**src/sv/otsu_pkg.sv**
```systemverilog
// ----------------------------------------------------------------------------
// otsu_pkg
// Shared constants, command/status types and encodings of the Otsu binarizer.
// ----------------------------------------------------------------------------
`default_nettype none

package otsu_pkg;

  // Default frame limit and histogram size
  localparam int unsigned MAX_PIXELS_DEF  = 1048575;
  localparam int unsigned GRAY_LEVELS_DEF = 256;

  // Luma weights 0.298912, 0.586611, 0.114478 scaled by 2^16
  localparam logic [15:0] LUMA_R = 16'd19590;
  localparam logic [15:0] LUMA_G = 16'd38444;
  localparam logic [15:0] LUMA_B = 16'd7502;

  // Bits of the multiplier operand retired per cycle
  localparam int unsigned MUL_DIGIT_W = 4;

  // Result kinds
  localparam logic KIND_THRESH = 1'b0;
  localparam logic KIND_PIXEL  = 1'b1;

  // Pass selection on the input beat
  localparam logic MODE_HIST = 1'b0;

  // Product being formed by the shared multiplier
  typedef enum logic [2:0] {
    MUL_P   = 3'd0,  // s1 * n2
    MUL_Q   = 3'd1,  // s2 * n1
    MUL_DEN = 3'd2,  // n1 * n2
    MUL_DSQ = 3'd3,  // d * d
    MUL_LHS = 3'd4,  // d^2 * best_den
    MUL_RHS = 3'd5   // best_d^2 * den
  } mul_sel_e;

  typedef struct packed {
    logic     hist_wr;
    logic     out_pix;
    logic     out_rep;
    logic     srch_init;
    logic     srch_rd;
    logic     srch_acc;
    logic     mul_start;
    logic     mul_store;
    mul_sel_e mul_sel;
    logic     t_inc;
  } dp_cmd_t;

  typedef struct packed {
    logic mul_done;
    logic hist_mode;
    logic last;
    logic sat;
    logic out_free;
    logic t_zero;
    logic t_last;
    logic split_ok;
  } dp_status_t;

endpackage

`default_nettype wire

```
**src/sv/otsu_ctrl.sv**
```systemverilog
// ----------------------------------------------------------------------------
// otsu_ctrl
// Sequencer for histogram update, binarize output and the threshold search.
// ----------------------------------------------------------------------------
`default_nettype none

module otsu_ctrl
  import otsu_pkg::*;
(
  input  wire logic       clk_i,
  input  wire logic       rst_ni,
  input  wire logic       in_accept_i,
  input  wire dp_status_t status_i,
  output      logic       in_ready_o,
  output      dp_cmd_t    cmd_o
);

  typedef enum logic [10:0] {
    ST_IDLE  = 11'b00000000001,
    ST_PIX   = 11'b00000000010,
    ST_HWR   = 11'b00000000100,
    ST_SINIT = 11'b00000001000,
    ST_STEP  = 11'b00000010000,
    ST_SACC  = 11'b00000100000,
    ST_SCHK  = 11'b00001000000,
    ST_MST   = 11'b00010000000,
    ST_MWT   = 11'b00100000000,
    ST_SNEXT = 11'b01000000000,
    ST_FIN   = 11'b10000000000
  } state_e;

  state_e   state_q, state_d;
  mul_sel_e sel_q, sel_d;

  always_comb begin
    state_d = state_q;
    sel_d   = sel_q;
    cmd_o   = '0;
    cmd_o.mul_sel = sel_q;
    case (state_q)
      ST_IDLE: begin
        if (in_accept_i) state_d = ST_PIX;
      end
      ST_PIX: begin
        if (!status_i.hist_mode) begin
          if (status_i.out_free) begin
            cmd_o.out_pix = 1'b1;
            state_d       = ST_IDLE;
          end
        end else if (!status_i.sat) begin
          state_d = ST_HWR;
        end else begin
          state_d = status_i.last ? ST_SINIT : ST_IDLE;
        end
      end
      ST_HWR: begin
        cmd_o.hist_wr = 1'b1;
        state_d       = status_i.last ? ST_SINIT : ST_IDLE;
      end
      ST_SINIT: begin
        cmd_o.srch_init = 1'b1;
        state_d         = ST_STEP;
      end
      ST_STEP: begin
        if (status_i.t_zero) begin
          state_d = ST_SCHK;
        end else begin
          cmd_o.srch_rd = 1'b1;
          state_d       = ST_SACC;
        end
      end
      ST_SACC: begin
        cmd_o.srch_acc = 1'b1;
        state_d        = ST_SCHK;
      end
      ST_SCHK: begin
        if (status_i.split_ok) begin
          sel_d   = MUL_P;
          state_d = ST_MST;
        end else begin
          state_d = ST_SNEXT;
        end
      end
      ST_MST: begin
        cmd_o.mul_start = 1'b1;
        state_d         = ST_MWT;
      end
      ST_MWT: begin
        if (status_i.mul_done) begin
          cmd_o.mul_store = 1'b1;
          case (sel_q)
            MUL_P:   begin sel_d = MUL_Q;   state_d = ST_MST; end
            MUL_Q:   begin sel_d = MUL_DEN; state_d = ST_MST; end
            MUL_DEN: begin sel_d = MUL_DSQ; state_d = ST_MST; end
            MUL_DSQ: begin sel_d = MUL_LHS; state_d = ST_MST; end
            MUL_LHS: begin sel_d = MUL_RHS; state_d = ST_MST; end
            default: state_d = ST_SNEXT;
          endcase
        end
      end
      ST_SNEXT: begin
        if (status_i.t_last) begin
          state_d = ST_FIN;
        end else begin
          cmd_o.t_inc = 1'b1;
          state_d     = ST_STEP;
        end
      end
      ST_FIN: begin
        if (status_i.out_free) begin
          cmd_o.out_rep = 1'b1;
          state_d       = ST_IDLE;
        end
      end
      default: state_d = ST_IDLE;
    endcase
  end

  always_ff @(posedge clk_i or negedge rst_ni) begin
    if (!rst_ni) begin
      state_q <= ST_IDLE;
      sel_q   <= MUL_P;
    end else begin
      state_q <= state_d;
      sel_q   <= sel_d;
    end
  end

  assign in_ready_o = (state_q == ST_IDLE);

endmodule

`default_nettype wire

```
**config.mk**
```make
export PLATFORM = sky130hd
export DESIGN_NAME = otsu_ctrl
export DESIGN_NICKNAME = d
export VERILOG_FILES = /design/src/sv/otsu_pkg.sv /design/src/sv/otsu_ctrl.sv
export SDC_FILE = /design/constraint.sdc
export NUM_CORES = 1
export LEC_CHECK = 0
export BUFFER_PORTS_ARGS = -buffer_cell sky130_fd_sc_hd__buf_4
export CORE_ASPECT_RATIO = 0.8
export CORE_MARGIN = 8
export CORE_UTILIZATION = 52
export CTS_BUF_LIST = sky130_fd_sc_hd__clkbuf_16
export DETAILED_ROUTE_END_ITERATION = 10
export GPL_TIMING_DRIVEN = 0
export HOLD_SLACK_MARGIN = 0.15
export PLACE_DENSITY_LB_ADDON = 0.1
export REMOVE_ABC_BUFFERS = 1
export SLEW_MARGIN = 15
export SYNTH_ARGS = -nofsm -noshare
export SYNTH_HDL_FRONTEND = slang
export SYNTH_SLANG_ARGS = --single-unit
```
**constraint.sdc**
```tcl
create_clock -name clk_i -period 2 [get_ports clk_i]
set_input_delay 0.2 -clock clk_i [delete_from_list [all_inputs] [get_ports clk_i]]
set_output_delay 0.2 -clock clk_i [all_outputs]
set_load 0.03 [all_outputs]
```
==> metrics.md, run 1 <==
| Metric | Value |
|---|---|
| Max Clk Rate | `between 400 and 500 MHz` |
| Synth area leaders | `dfrtp_1 32%, nor2_1 4.1%, a21oi_1 3.5%` |
| Post-synthesis compound-gate area fraction | `0.177` |
| Yosys top cell by area | `dfrtp_1` |
| Iteration-0 DRC Markers | `a little over 100` |
| Diode count | `0` |
| Kind of critical path | `register to primary output` |
| Pin count of the biggest net entering global routing | `15` |
| Outcome | `complete, but fails checks` |
| Filler instances | `roughly 120` |
| TritonRoute pass-1 iters | `4` |
| Pwr/cell area | `roughly 790 nW/um^2` |
| Synth Area in Adders | `0` |
| Min-delay worst type | `primary input to register` |
| Worst Skew | `~0.0015 ns` |
| Post-Syn Instances | `114` |
| Simple-Gate Fraction of Synth Area | `0.411` |
| Clock share of power | `0.325` |
| CP endpoint kind | `primary output` |
| # IOs | `24` |
| #FFs+latches synth | `14` |
| First-pass GRT wire length | `~4.3 mm` |
| Post-synth ARST share | `1.00` |
| Antenna violations before repair | `0` |
| Fin util | `0.797` |
| Setup TNS | `-0.561 ns` |
| DP HPWL | `1.89 mm` |
| Die Wd | `65.4 um` |
| CP max FO | `5` |
| Mux share of post-synthesis cell area | `0` |
| Die Area | `between 3000 and 4000 um^2` |
| Initial core utilization | `0.546` |
| Worst slew margin | `0.648` |
| CTS buffer count | `3` |
| Final wirelength | `2.97 mm` |
| CP required | `approximately 1.8 ns` |
| RSZ-0062 raised after global routing | `true` |
| NetSw | `0.383 mW` |
| DR WL/cell | `between 15 and 20 um` |
| FF-to-FF setup slack | `0.06 ns` |
| CTS tree | `built` |
| Net switching share of the total power | `0.326` |
| Via count | `between 1000 and 1500` |
| Crit path launch type | `register` |
| DRC errors left | `0` |
| Maxcap violations | `0` |
| Vias in the first global route | `just over 900` |
| Critical path data arrival time | `approximately 2.0 ns` |
| Post-synth EDFFs | `0` |
| Share of cells above drive strength 1 | `0.413` |
| Synth top cells by count | `13 x dfrtp_1, 11 x nor2_1, 7 x a21oi_1` |
| Synth top area share | `0.321` |
| Final ANT Viol Nets | `0` |
| Number of failing hold endpoints at the final stage | `0` |
| Core footprint | `around 1900 um^2` |
| Leak pwr | `0.668 nW` |
| Clock Tree Root | `clkbuf_16` |
| Vias per cell | `about 5.9` |
| VDD IR-drop max | `about 0.84 mV` |
| Synth Flop Type | `dfrtp_1` |
| Setup-failing EPs final | `5` |
| Sequential power share | `0.315` |
| Max Slew Vio Count | `0` |
| Failing checks | `setup timing` |
| Cell variety after synth | `49` |
| Final min period | `between 2 and 2.5 ns` |
| GRT Util Overall | `0.147` |
| XOR/XNOR Fraction of Synth Area | `0.0173` |
| Post-Syn Area per Cell | `8.89 um^2` |
| Worst slew pin tran | `around 0.52 ns` |
| Clock slew at reported path FFs | `around 0.050 ns` |
| Sequential area share after synthesis | `0.347` |
| Die height | `about 55 um` |
| Final WS setup | `-0.158 ns` |
| Clk buf depth | `2` |
| Part of the power in combinational logic | `0.360` |
| P_int | `0.791 mW` |
| RePlAce Congestion | `between 0.7 and 0.8` |
| Count of nets after finishing | `approximately 170` |
| Cell Area, Synth | `just over 1000 um^2` |
| H-tree Lvls | `1` |
| Global route overflow | `0` |
| Clock Latency Late Sink | `approximately 0.24 ns` |
| I/O Buffers | `23` |
| Syn. warnings | `0` |
| Site row count | `14` |
| Largest family of logic cells by synthesized area | `simple AND/OR/NAND/NOR gates` |
| Clock Sink Count | `14` |
| Most common cell in the netlist | `dfrtp_1` |
| Fin crit share | `1.08` |
| Area Overhead vs Synth | `46.0%` |
[logic make-up (layout without fill, tap and decap cells)]
family / after synthesis / in the layout
AND/OR/NAND/NOR: 62 / 62
AO/OA/AOI/OAI: 26 / 26
flip-flops: 14 / 14
buffers and inverters: 10 / 51
XOR/XNOR: 2 / 2
[cell type report]
type	count	area (um^2)	share of cell area
multi-input cells	90	658	0.445
flip-flops and latches	14	358	0.242
clock buffers	3	75.1	0.0507
inverters	6	22.5	0.0152
repair buffers	41	333	0.225
well taps	24	30.0	0.0203
clock inverters	1	3.75	0.00254
[critical path, cell delays in order (launching register included)]
cell and delay [ns]:
dfrtp_2 0.45, or4_4 0.51, or3_4 0.36, buf_4 0.16, nor2_4 0.10, buf_6 0.13
[stage by stage]
step | std cells | worst slack [ns] | power [mW] | cell area [um^2] | hold WS, ns
global route | 179 | -0.199 | 1.24 | 1480 | 0.189
detailed placement | 157 | 0.0170 | 0.693 | 1190 | 0.0635
global placement | 157 | 0.0572 | 0.691 | 1190 | 0.0576
CTS | 170 | -0.135 | 1.13 | 1360 | 0.185
floorplan | 110 | -0.262 | 0.598 | 987 | -0.0956
finish | 179 | -0.158 | 1.17 | 1480 | 0.183
[layout by cell type, fill, tap and decap left out, types with 5 or more instances in the layout]
cell     netlist  layout
a21oi_1        7       7
buf_4          0      36
dfrtp_1       13       8
dfrtp_2        0       5
inv_1          6       6
nand2_1        6       6
nor2_1        11       9
[layer usage]
layer  part of all wire  global-route usage  vias up
met5                  0                   0        -
met4             0.0034              0.0280        0
met3              0.036              0.0483        2
li1                   -                   -      510
met2               0.49               0.223       16
met1               0.47               0.197      527
[flip-flops by register name (all words and copies together) (netlist names)]
signal	cells
sel_q	3
state_q	11
[worst paths after layout]
kind / cells past startpoint / startpoint / end
max in group asynchronous: 2 / rst_ni / state_q[0]
min: 2 / status_i[5] / state_q[3]
max: 5 / state_q[10] / cmd_o[6]
min in group asynchronous: 2 / rst_ni / state_q[1]
min reg2reg: 2 / sel_q[0] / sel_q[0]
max reg2reg: 6 / state_q[7] / sel_q[0]
[power by group through the flow]
stage               combinational (mW)  clock, mW  sequential, mW
floorplan                        0.237          0           0.361
global placement                 0.322          0           0.369
detailed placement               0.324          0           0.369
CTS                              0.375      0.389           0.366
global route                     0.459      0.405           0.373
finish                           0.422      0.382           0.370
[what timing repair did]
item                                    CTS  global route
endpoints found under the setup margin    6            11
gates resized for setup                   5            11
buffers inserted                          7             9
pin swaps                                 1             6
hold endpoints to repair                 15             0
hold buffers                              2             0
Note: power is estimated with default switching activity, not from simulation.
==> inputs of run 2 (changes only) <==
--- a/config.mk
+++ b/config.mk
@@ -8,7 +8,7 @@
 export BUFFER_PORTS_ARGS = -buffer_cell sky130_fd_sc_hd__buf_4
 export CORE_ASPECT_RATIO = 0.8
 export CORE_MARGIN = 8
-export CORE_UTILIZATION = 52
+export CORE_UTILIZATION = 50
 export CTS_BUF_LIST = sky130_fd_sc_hd__clkbuf_16
 export DETAILED_ROUTE_END_ITERATION = 10
 export GPL_TIMING_DRIVEN = 0
==> metrics.md, run 2 (synthesis gave the netlist of run 1 again) <==
| Metric | Value |
|---|---|
| Vias in the first global route | `~1000` |
| Pwr/cell area | `a little over 800 nW/um^2` |
| Tot Pwr | `between 1 and 1.5 mW` |
| H-tree Lvls | `1` |
| CTS buffer count | `3` |
| Max Slew Vio Count | `0` |
| Most frequent cells in the layout | `38 x buf_4, 9 x nor2_1, 8 x dfrtp_1` |
| Core footprint | `around 1900 um^2` |
| Worst slew margin | `0.705` |
| Setup TNS | `-0.381 ns` |
| DRC errors left | `0` |
| Via count | `1084` |
| RR Endpoint | `state_q[5]` |
| Placed cells | `about 160` |
| Crit path launch type | `register` |
| Area Overhead vs Synth | `46.3%` |
| Failing checks | `setup timing` |
| Critical Path Start | `state_q[7]` |
| Die height | `56.3 um` |
| Kind of critical path | `register to primary output` |
| Top flop regs | `state_q (11), sel_q (3)` |
| GRT Util Overall | `0.167` |
| Clock Sink Count | `14` |
| Worst Hold End | `state_q[3]` |
| CP required | `about 1.8 ns` |
| Clock Tree Root | `clkbuf_16` |
| RSZ-0062 raised after global routing | `true` |
| CTS tree | `built` |
| Clock Latency Late Sink | `~0.25 ns` |
| Min-delay worst type | `primary input to register` |
| HP Start | `status_i[5]` |
| Diode count | `0` |
| Clk buf depth | `2` |
| Initial core utilization | `0.536` |
| Pin count of the biggest net entering global routing | `15` |
| Antenna violations before repair | `0` |
| WHS Path Cells | `2` |
| Die Wd | `approximately 66 um` |
| Number of failing hold endpoints at the final stage | `0` |
| Max Clk Rate | `466 MHz` |
| Die Area | `~3700 um^2` |
| Critical path data arrival time | `a little under 2 ns` |
| FF-to-FF setup slack | `0.16 ns` |
| TritonRoute pass-1 iters | `4` |
| Worst slew pin tran | `0.437 ns` |
| Maxcap violations | `0` |
| Global route overflow | `0` |
| Share of cells above drive strength 1 | `0.429` |
| CP max FO | `3` |
| Final wirelength | `between 3 and 4 mm` |
| Final ANT Viol Nets | `0` |
| VDD IR-drop max | `around 0.72 mV` |
| Setup-failing EPs final | `4` |
| RePlAce Congestion | `0.819` |
| Reg with most FFs | `state_q` |
| I/O Buffers | `23` |
| Register-to-Register Path Depth | `5` |
| Final WS setup | `-0.144 ns` |
| CP endpoint kind | `primary output` |
| Reg-to-reg startpoint | `state_q[7]` |
| # IOs | `24` |
| Hold WS | `roughly 0.18 ns` |
| Fin crit share | `1.07` |
| Fin util | `0.784` |
| Outcome | `complete, but fails checks` |
| DR WL/cell | `roughly 17 um` |
| Clock slew at reported path FFs | `0.05 ns` |
| Iteration-0 DRC Markers | `between 60 and 70` |
| Vias per cell | `between 6 and 7` |
| Worst Skew | `around 0.007 ns` |
| Leak pwr | `~0.68 nW` |
| First-pass GRT wire length | `between 4 and 5 mm` |
| Max reg flops | `11` |
| Most common cell after layout, fill and taps aside | `buf_4` |
| Final min period | `2.14 ns` |
| Non-Filler Instances | `180` |
| Site row count | `14` |
| Count of nets after finishing | `between 150 and 200` |
| DP HPWL | `approximately 2 mm` |
-- run 2: area by class of cell --
class	instances	area, um^2
Clock buffer	3	75.1
Clock inverter	1	3.75
Fill cell	125	409
Inverter	6	22.5
Multi-Input combinational cell	90	666
Sequential cell	14	358
Tap cell	24	30.0
Timing Repair Buffer	42	328
-- run 2: worst max-delay path by stage --
stage                          end  slack (ns)  cells after the start
after detailed placement  cmd_o[7]        0.03                      4
after global routing      cmd_o[7]       -0.19                      4
after floorplan           cmd_o[7]       -0.26                      3
after global placement    cmd_o[7]        0.05                      4
after CTS                 cmd_o[7]        -0.1                      4
final                     cmd_o[6]       -0.14                      5
-- run 2: timing repair --
item,in CTS,in global routing
hold endpoints to repair,15,0
gates cloned,0,0
gates resized for setup,8,10
pin swaps,1,5
buffers inserted,10,7
hold buffers,2,0
setup endpoints to repair,7,13
-- run 2: worst max-delay path, cell delays in order (launching register included) --
cell and delay [ns]:
dfrtp_2 0.40, or4_4 0.55, or3_4 0.37, buf_4 0.16
nor2_4 0.08, buf_6 0.14
-- run 2: power by group --
group	leakage [nW]	switching [mW]	internal [mW]	total (mW)
registers	0.173	0.0514	0.316	0.367
logic	0.461	0.222	0.252	0.474
clock network	0.0423	0.122	0.265	0.386
total	0.676	0.395	0.833	1.23
-- run 2: metrics by stage --
stage	worst slack (ns)	area [um^2]
2_1_floorplan	-0.262	987
3_3_place_gp	0.0532	1190
3_5_place_dp	0.0321	1190
4_1_cts	-0.0977	1390
5_1_grt	-0.186	1480
6_report	-0.144	1480
-- run 2: layer usage --
metal,GRT usage,vias up,share of wire
met3,0.0475,8,0.063
li1,-,514,-
met5,0,-,0
met1,0.218,523,0.43
met2,0.259,39,0.49
met4,0.0456,0,0.017
==> inputs of run 3 (changes only) <==
--- a/config.mk
+++ b/config.mk
@@ -5,16 +5,20 @@
 export SDC_FILE = /design/constraint.sdc
 export NUM_CORES = 1
 export LEC_CHECK = 0
+export ABC_AREA = 1
 export BUFFER_PORTS_ARGS = -buffer_cell sky130_fd_sc_hd__buf_4
+export CELL_PAD_IN_SITES_DETAIL_PLACEMENT = 0
+export CELL_PAD_IN_SITES_GLOBAL_PLACEMENT = 2
 export CORE_ASPECT_RATIO = 0.8
 export CORE_MARGIN = 8
-export CORE_UTILIZATION = 50
+export CORE_UTILIZATION = 27
 export CTS_BUF_LIST = sky130_fd_sc_hd__clkbuf_16
 export DETAILED_ROUTE_END_ITERATION = 10
 export GPL_TIMING_DRIVEN = 0
 export HOLD_SLACK_MARGIN = 0.15
 export PLACE_DENSITY_LB_ADDON = 0.1
 export REMOVE_ABC_BUFFERS = 1
+export SETUP_SLACK_MARGIN = 0.5
 export SLEW_MARGIN = 15
 export SYNTH_ARGS = -nofsm -noshare
 export SYNTH_HDL_FRONTEND = slang
==> metrics.md, run 3 <==
| Metric | Value |
|---|---|
| Fin crit share | `0.840` |
| DP HPWL | `~2.1 mm` |
| Clock slew at reported path FFs | `roughly 0.050 ns` |
| Top flop regs | `state_q (11), sel_q (3)` |
| Cell variety after synth | `20` |
| Vias in the first global route | `between 1000 and 1500` |
| Synth area leaders | `dfrtp_1 33%, nand2_1 16%, inv_1 12%` |
| Post-Syn Instances | `150` |
| CP required | `around 1.8 ns` |
| Clock Sink Count | `14` |
| Outcome | `complete, no violations` |
| Register-to-Register Path Depth | `11` |
| Synth top cells by count | `41 x nand2_1, 30 x inv_1, 19 x nor2_1, 13 x dfrtp_1, 12 x nand3_1` |
| CP endpoint kind | `primary output` |
| Die Wd | `approximately 83 um` |
| Vias per cell | `4.43` |
| Min-delay worst type | `primary input to register` |
| Iteration-0 DRC Markers | `between 40 and 50` |
| Max reg flops | `11` |
| RePlAce Congestion | `roughly 0.77` |
| CP max FO | `4` |
| Clock Latency Late Sink | `0.25 ns` |
| Global route overflow | `0` |
| Die height | `about 70 um` |
| Post-Syn Area per Cell | `6.51 um^2` |
| Most common cell in the netlist | `nand2_1` |
| Most frequent cells in the layout | `37 x buf_4, 27 x nand2_1, 24 x inv_1` |
| Cell Area, Synth | `between 900 and 1000 um^2` |
| Final ANT Viol Nets | `0` |
| Yosys top cell by area | `dfrtp_1` |
| Crit path launch type | `register` |
| TritonRoute pass-1 iters | `4` |
| Synth Flop Type | `dfrtp_1` |
| Worst Skew | `approximately 0.0059 ns` |
| # IOs | `24` |
| Tot Pwr | `1.34 mW` |
| RR Endpoint | `state_q[7]` |
| HP Start | `status_i[1]` |
| Worst slew pin tran | `between 0.2 and 0.3 ns` |
| Final wirelength | `2.98 mm` |
| Syn. warnings | `0` |
| I/O Buffers | `23` |
| Share of cells above drive strength 1 | `0.527` |
| Fin util | `0.511` |
| Count of nets after finishing | `219` |
| Pin count of the biggest net entering global routing | `15` |
| Via count | `1103` |
| Diode count | `0` |
| Post-synth EDFFs | `0` |
| DRC errors left | `0` |
| Setup TNS | `0 ns` |
| WHS Path Cells | `2` |
| FF-to-FF setup slack | `around 0.39 ns` |
| Reg-to-reg startpoint | `state_q[3]` |
| Clock Tree Root | `clkbuf_16` |
| Reg with most FFs | `state_q` |
| RSZ-0062 raised after global routing | `true` |
| Pwr/cell area | `around 760 nW/um^2` |
| Worst Hold End | `state_q[4]` |
| Maxcap violations | `0` |
| CTS tree | `built` |
| Antenna violations before repair | `0` |
| Initial core utilization | `0.283` |
| Most common cell after layout, fill and taps aside | `buf_4` |
| VDD IR-drop max | `just over 0.7 mV` |
| CTS buffer count | `3` |
| GRT Util Overall | `0.0999` |
| Kind of critical path | `register to primary output` |
| First-pass GRT wire length | `4.84 mm` |
| Leak pwr | `between 0.9 and 1 nW` |
| Area Overhead vs Synth | `80.4%` |
| H-tree Lvls | `1` |
| Final min period | `1.68 ns` |
| Filler instances | `approximately 340` |
| Clk buf depth | `2` |
| Max Slew Vio Count | `0` |
| Site row count | `19` |
| Setup-failing EPs final | `0` |
| DR WL/cell | `between 10 and 15 um` |
| Number of failing hold endpoints at the final stage | `0` |
| Max Clk Rate | `between 500 and 600 MHz` |
| Post-synth ARST share | `1.00` |
| Worst slew margin | `0.818` |
| Critical path data arrival time | `about 1.5 ns` |
| Core footprint | `between 3000 and 4000 um^2` |
| #FFs+latches synth | `14` |
| Synth top area share | `0.333` |
| Sequential area share after synthesis | `0.360` |
| Critical Path Start | `state_q[3]` |
| Die Area | `around 5800 um^2` |
[run 3: cell count changes after synthesis, sizes merged, moves of 3 or more]
cell    previous run  this run
buf                4         0
nand3              1        13
nor3b              4         0
nor4               4         0
nor3               6         3
nor2              11        26
inv                6        30
and4b              3         0
nand2b             3         0
nor2b              4         0
nand2              6        46
[run 3: final cells by class]
| type | count | area, um^2 | share of cell area |
|---|---|---|---|
| Multi-Input combinational cell | 105 | 702 | 0.398 |
| Timing Repair Buffer | 53 | 455 | 0.258 |
| Sequential cell | 14 | 353 | 0.200 |
| Tap cell | 42 | 52.6 | 0.0298 |
| Clock buffer | 3 | 75.1 | 0.0426 |
| Clock inverter | 1 | 3.75 | 0.00213 |
| Inverter | 31 | 121 | 0.0688 |
[run 3: repair_timing]
action	CTS	global route
endpoints found under the hold margin	15	0
gates resized for setup	49	25
hold buffers	2	0
endpoints found under the setup margin	17	17
setup buffers	18	10
gates cloned	0	0
pin swaps	19	12
[run 3: worst max-delay path by stage]
stage	end	slack, ns	depth (start not counted)
CTS	cmd_o[9]	0.30	6
detailed placement	sel_q[1]	0.30	8
global route	cmd_o[4]	0.27	6
global placement	state_q[7]	0.30	9
finish	cmd_o[4]	0.32	6
floorplan	state_q[0]	0.35	9
[run 3: routing by layer]
metal | track usage | wire length [um]
met5 | 0 | 0
met4 | 0.0409 | 34
met3 | 0.0211 | 75
met2 | 0.147 | 1330
met1 | 0.136 | 1550
[run 3: logic make-up (layout without fill, tap and decap cells)]
| kind of cell | Yosys count | count (layout) | synth area share |
|---|---|---|---|
| AND/OR/NAND/NOR | 93 | 93 | 0.458 |
| buffers and inverters | 31 | 88 | 0.120 |
| flip-flops | 14 | 14 | 0.360 |
| AO/OA/AOI/OAI | 12 | 12 | 0.0615 |
[run 3: stage by stage]
stage	instances	instance area, um^2	hold WS, ns	worst slack (ns)
floorplan	150	977	-0.0956	0.346
global placement	215	1200	0.0701	0.300
detailed placement	215	1200	0.0693	0.297
CTS	239	1600	0.169	0.301
global route	249	1760	0.189	0.268
finish	249	1760	0.180	0.320
[run 3: where the power goes]
group,switching (mW),internal (mW)
Sequential,0.0242,0.313
Clock,0.122,0.265
Combinational,0.338,0.278
[run 3: critical path, cell delays in order, from the launching register on]
cell,delay (ns)
dfrtp_1,0.41
nor2_4,0.19
nand2_4,0.09
nor2_4,0.18
nand2_4,0.12
nor2_4,0.10
buf_6,0.13
